$ cat src/assert_macros.svh
// Assertion macros for the particle pool integrator.
`ifndef ASSERT_MACROS_SVH
`define ASSERT_MACROS_SVH
`ifndef SYNTH
`define ASSERT_IMPLIES(label, clk, rst, a, b) \
   label: assert property (@(posedge clk) disable iff (rst) (a) |-> (b)) else $error("assertion failed");
`define ASSERT_NEXT(label, clk, rst, a, b) \
   label: assert property (@(posedge clk) disable iff (rst) (a) |=> (b)) else $error("assertion failed");
`else
`define ASSERT_IMPLIES(label, clk, rst, a, b)
`define ASSERT_NEXT(label, clk, rst, a, b)
`endif
`endif

$ cat src/ppi_pkg.sv
// ----------------------------------------------------------------------------
// ppi_pkg
// Shared constants and types of the particle pool integrator.
// ----------------------------------------------------------------------------
package ppi_pkg;
   localparam int POOL_DEPTH = 64;
   localparam int STEP_SCALE = 1092;
   localparam logic [0:0] OP_ADD  = 1'b0;
   localparam logic [0:0] OP_TICK = 1'b1;
   localparam logic [2:0] REG_CAPACITY = 3'd0;
   localparam logic [2:0] REG_LIFETIME = 3'd1;
   localparam logic [2:0] REG_FRICTION = 3'd2;
   localparam logic [2:0] REG_WIND_X   = 3'd3;
   localparam logic [2:0] REG_WIND_Y   = 3'd4;
   localparam logic [2:0] REG_WIND_Z   = 3'd5;

   // One particle as held in the store.
   typedef struct packed {
      logic [31:0] px;
      logic [31:0] py;
      logic [31:0] pz;
      logic [31:0] vx;
      logic [31:0] vy;
      logic [31:0] vz;
      logic [15:0] age;
   } particle_type;

   // Signed 32 x unsigned 16, arithmetic shift by 16, low 32 bits.
   function automatic logic [31:0] mul_q16(input logic [31:0] a, input logic [15:0] b);
      logic signed [48:0] p;
      begin
         p = $signed(a) * $signed({1'b0, b});
         mul_q16 = p[47:16];
      end
   endfunction
endpackage

$ cat src/ppi_euler.sv
// ----------------------------------------------------------------------------
// ppi_euler
// One Euler frame over three axes: a registered multiply, then a combinational add.
// ----------------------------------------------------------------------------
module ppi_euler (
   input  logic                  clock,
   input  ppi_pkg::particle_type in_p,
   input  logic [15:0]           friction,
   input  logic [31:0]           wind_x,
   input  logic [31:0]           wind_y,
   input  logic [31:0]           wind_z,
   output ppi_pkg::particle_type out_p
);
   localparam logic [15:0] SCALE = 16'(ppi_pkg::STEP_SCALE);
   logic [31:0] dx_ff, dy_ff, dz_ff, fx_ff, fy_ff, fz_ff;
   ppi_pkg::particle_type hold_ff;

   always_ff @(posedge clock) begin
      dx_ff   <= ppi_pkg::mul_q16(in_p.vx, SCALE);
      dy_ff   <= ppi_pkg::mul_q16(in_p.vy, SCALE);
      dz_ff   <= ppi_pkg::mul_q16(in_p.vz, SCALE);
      fx_ff   <= ppi_pkg::mul_q16(in_p.vx, friction);
      fy_ff   <= ppi_pkg::mul_q16(in_p.vy, friction);
      fz_ff   <= ppi_pkg::mul_q16(in_p.vz, friction);
      hold_ff <= in_p;
   end

   always_comb begin
      out_p    = hold_ff;
      out_p.px = hold_ff.px + dx_ff;
      out_p.py = hold_ff.py + dy_ff;
      out_p.pz = hold_ff.pz + dz_ff;
      out_p.vx = fx_ff + wind_x;
      out_p.vy = fy_ff + wind_y;
      out_p.vz = fz_ff + wind_z;
   end
endmodule

$ cat config.mk
export PLATFORM = sky130hd
export DESIGN_NAME = ppi_euler
export DESIGN_NICKNAME = d
export VERILOG_FILES = /design/src/assert_macros.svh /design/src/ppi_pkg.sv /design/src/ppi_euler.sv
export SDC_FILE = /design/constraint.sdc
export NUM_CORES = 2
export LEC_CHECK = 0
export ABC_AREA = 0
export BUFFER_PORTS_ARGS = -buffer_cell sky130_fd_sc_hd__clkbuf_2
export CAP_MARGIN = 20
export CORE_MARGIN = 5
export CORE_UTILIZATION = 50
export CTS_BUF_LIST = sky130_fd_sc_hd__clkbuf_16
export DETAILED_ROUTE_END_ITERATION = 8
export PLACE_DENSITY = 0.66
export REMOVE_ABC_BUFFERS = 1
export SLEW_MARGIN = 5
export SYNTH_ARGS = -nofsm -noshare
export SYNTH_HDL_FRONTEND = slang
export SYNTH_SLANG_ARGS = --single-unit
$ cat constraint.sdc
create_clock -name clock -period 10.2 [get_ports clock]
set_input_delay 1.02 -clock clock [delete_from_list [all_inputs] [get_ports clock]]
set_output_delay 1.02 -clock clock [all_outputs]
set_load 0.01 [all_outputs]
### After elaboration in Yosys (flattened, before gate mapping)

Cells that the tools add are included.

| storage, ports and cells | value |
|---|---|
| output and inout port bits | 208 |
| bits of input ports | 321 |
| bits in registers | 292 |
| logic and storage cells | 22 |

| operators by class | value |
|---|---|
| multiply operators | 6 |
| $add $sub $neg | 6 |

Operators by type and width:

| cell | number |
|---|---|
| $add A32 B32 Y32 | 6 |
| $mul A32 B17 Y48 | 3 |
| $mul A32 B10 Y42 const B | 3 |

### Longest topological paths before layout

| logic depth | value |
|---|---|
| depth in word-level cells | 1 |
| depth in mapped cells | 26 |
| depth with buffers taken out | 25 |

### Worst setup path before layout

OpenSTA, ideal clock, no wires.

| timing | value |
|---|---|
| path type | input port to flip-flop |
| start | input friction[3] |
| end | register fy_ff[31] |
| buffers on the path | 3 |
| library setup time | 0.121 ns |
| cell stages on the path | 23 |
| setup slack | 2.880 ns |
| required time | 10.079 ns |
| arrival | 7.199 ns |
| cell sequence | clkbuf_1 -> clkbuf_1 -> clkbuf_1 -> nand2_1 -> fa_1 -> fa_1 -> inv_1 -> fa_1 -> fa_1 -> fa_1 -> inv_1 -> fa_1 -> inv_1 -> ha_1 -> a21oi_1 -> nor2b_1 -> a2111oi_0 -> a21oi_1 -> a31o_2 -> nor2_1 -> o2111ai_1 -> a21o_1 -> xnor2_1 |

| between the ends | value |
|---|---|
| longest elaborated chain between the ends | 1 |

Ends and longest elaborated chain:

| what | line | RTL |
|---|---|---|
| start, declared | ppi_euler.sv:8 | `input logic [15:0] friction,` |
| $mul A32 B17 Y48 | ppi_pkg.sv:32 | `p = $signed(a) * $signed({1'b0, b});` |
| end signal, assigned | ppi_euler.sv:23 | `fy_ff <= ppi_pkg::mul_q16(in_p.vy, friction);` |
| end, declared | ppi_euler.sv:15 | `logic [31:0] dx_ff, dy_ff, dz_ff, fx_ff, fy_ff, fz_ff;` |

Every way passes these cells.

### Worst setup path after layout

| timing | value |
|---|---|
| start | input friction[3] |
| end | register fx_ff[31] |

| between the ends | value |
|---|---|
| longest elaborated chain between the ends | 1 |

Ends and longest elaborated chain:

| what | line | RTL |
|---|---|---|
| $mul A32 B17 Y48 | ppi_pkg.sv:32 |  |
| end signal, assigned | ppi_euler.sv:22 | `fx_ff <= ppi_pkg::mul_q16(in_p.vx, friction);` |
| end, declared | ppi_euler.sv:15 |  |

Every way passes these cells.

==> results.sh <==
export IMPL_routed_wl_um=206000
export IMPL_fin_crit_sh_pct=75.1
export IMPL_start_kind="primary input"
export IMPL_yosys_area_top_type_share_pct=39.8
export IMPL_vias_per_cell=5.29
export IMPL_synth_edf_count=0
export IMPL_antenna_violating_nets_post_route=0
export IMPL_worst_path_most_repeated_cell="fa_1"
export IMPL_syn_instance_count=8741
export IMPL_required_ns=10.74
export IMPL_via_count=59016
export IMPL_gp_congestion=0.931
export IMPL_fin_nets=11843
export IMPL_critical_path_cell_chain="buf_4 > buf_4 > nand2_1 > fa_1 > fa_1 > fa_1 > inv_1 > fa_1 > fa_1 > inv_1 > fa_1 > inv_1 > ha_1 > and3_1 > nand3_1 > a221o_2 > a21oi_1 > o211ai_1 > a21oi_1 > o21bai_2 > o31ai_2 > nor4_1 > a311oi_1"
export IMPL_crit_type="in2reg"
export IMPL_yosysWarnings=0
export IMPL_mappedNetlistArea_um2=77900
export IMPL_dpl_cell_area_um2=82300
export IMPL_htree_levels=2
export IMPL_start_util_pct=50.4
export IMPL_synth_area_leader_cell="fa_1"
export IMPL_antenna_found_initial=20
export IMPL_drt_initial_drc_count=3373
export IMPL_final_max_slew_viol_count=0
export IMPL_grt_overflow=0
export IMPL_fin_setup_tns_ns=0
export IMPL_seq_area_frac_synth_pct=7.51
export IMPL_grt_pass1_vias=63587
export IMPL_portBuffers=528
export IMPL_io_pin_count=529
export IMPL_slowest_delay_ns=0.66
export IMPL_tritoncts="yes"
export IMPL_arrival_ns=8.20
export IMPL_cp_end_kind="flip-flop"
export IMPL_critPathSlowestCell="buf_4"
export IMPL_post_cts_buffers=0
export IMPL_setup_viol=0
export IMPL_cts_sinks=292
export IMPL_grtUsageTotal_pct=25.7
export IMPL_die_h_um=405
export IMPL_clk_pin_slew_ns=0.06
export IMPL_synthTopCellsByArea="fa_1, ha_1, inv_1, dfxtp_1, and2_1"
export IMPL_hold_path_class="in2reg"
export IMPL_synth_cell_types=94
export IMPL_grt_max_degree=97
export IMPL_syn_to_final_growth_pct=7.41
export IMPL_dp_hpwl_um=161000
export IMPL_ctsResizeCount=0
export IMPL_cts_buffer_depth=3
export IMPL_cts_root_buffer="clkbuf_16"
export IMPL_min_period_ns=7.66
export IMPL_firstDrtPassIters=6
export IMPL_hold_viol_final=0
export IMPL_dieArea_um2=164000
export IMPL_tightest_slew_ns=1.10
export IMPL_cts_buffers_inserted=43
export IMPL_ys_dominant_reg_cell="dfxtp_1"
export IMPL_wire_per_inst_um=18.5
export IMPL_cts_hold_buffers_added=0
export IMPL_layout_drive_gt1_share_pct=7.51
export IMPL_synthArstFlopShare_pct=0
export IMPL_outcome="complete, no violations"
export IMPL_synth_avg_cell_area_um2=8.91
export IMPL_drcViolationCount=0
export IMPL_rsz0062_at_grt="no"
export IMPL_ys_ff_latch=292
export IMPL_fmax_ghz=0.131
export IMPL_grt_pass1_wl_um=334000
export IMPL_die_w_um=405
export IMPL_fin_area_um2=83600
export IMPL_slew_headroom_pct=26.5
export IMPL_rows=144
export IMPL_core_region_area_um2=154000
export IMPL_crit_fanout=59
export IMPL_maxCapViolations=0
[area by class of cell]
| type | count | area (um^2) |
|---|---|---|
| timing repair buffer | 565 | 2990 |
| antenna | 11 | 27.5 |
| clock inverter | 34 | 251 |
| clock buffer | 43 | 1080 |
| multi-input combinational | 5931 | 62500 |
| tap | 2044 | 2560 |
| fill | 14239 | 70800 |
| sequential | 292 | 5850 |
| inverter | 2232 | 8380 |
[layout by cell type, fill, tap and decap left out, types with 39 or more instances in the layout]
cell type,synthesis,routed
inv_1,2232,2240
fa_1,1548,1548
nand2_1,973,973
ha_1,909,909
and2_1,695,695
clkbuf_2,0,512
dfxtp_1,292,292
a21oi_1,255,255
xnor2_1,247,247
nor2_1,184,184
a21o_1,158,158
o21ai_0,142,142
xor2_1,92,92
nand3_1,61,61
nor3_1,57,57
o21a_1,55,55
nor2b_1,48,48
o21bai_1,47,47
buf_4,16,46
clkbuf_16,0,43
nand2b_1,42,42
and3_1,39,39
[critical path, delay by kind of cell]
kind	cells	cell delay, ns
fa+ha+maj	7	3.35
compound gates	7	1.81
buf+inv	5	1.40
simple gates	4	0.55
[worst paths after layout]
path	depth (start not counted)	end	from	slack (ns)
setup / recovery	23	fx_ff[31]	friction[3]	2.54
hold / removal	1	hold_ff[188]	in_p[188]	0.46
[layer usage]
metal / global-route usage, % / wire [um]
met1: 33.4 / 85700
met2: 43.6 / 98800
met3: 5.35 / 16000
met4: 7.20 / 5860
met5: 0 / 64
[cell usage after synthesis (14+ instances only)]
cell type     n
o21ai_1      14
inv_1      2232
nor2_1      184
buf_4        16
nor3_1       57
fa_1       1548
nand3_1      61
o21ai_0     142
nand2b_1     42
ha_1        909
a21oi_1     255
a211oi_1     34
o21a_1       55
xor2_1       92
nand4_1      34
clkbuf_1    270
xnor2_1     247
and3_1       39
nand2_1     973
a21o_1      158
a31oi_1      25
o211ai_1     14
o21bai_1     47
nor2b_1      48
dfxtp_1     292
or3_1        23
and2_1      695
[metrics by stage]
step                hold slack (ns)  util [%]  instances  setup WS (ns)
finish                        0.464      54.2      11152           2.54
global route                  0.434      54.1      11147           2.14
CTS                           0.406      54.1      11141           2.57
detailed placement             1.12      53.3      11064           1.86
global placement               1.12      53.3      11064           1.97
floorplan                      1.05         -       8455           3.57
[kinds of logic after synthesis]
| kind of cell | count (synthesis) | share of synthesized area, % |
|---|---|---|
| AOI/OAI and AO/OA | 922 | 8.07 |
| xor gates and xnor gates | 339 | 3.81 |
| adders and majority gates | 2457 | 54.4 |
| buffers and inverters | 2518 | 12.2 |
| DFF | 292 | 7.51 |
| muxes | 2 | 0.0257 |
| and+or+nand+nor | 2211 | 13.9 |
[registers in the layout (all words and copies together), names as in the netlist]
name,cells
fy_ff,32
dx_ff,28
dz_ff,28
hold_ff,96
out_p,16
fx_ff,32
fz_ff,32
dy_ff,28
Power is left out: the tool's default activity adds up to more than one toggle a clock period on the data nets, which glitch-free logic cannot reach.
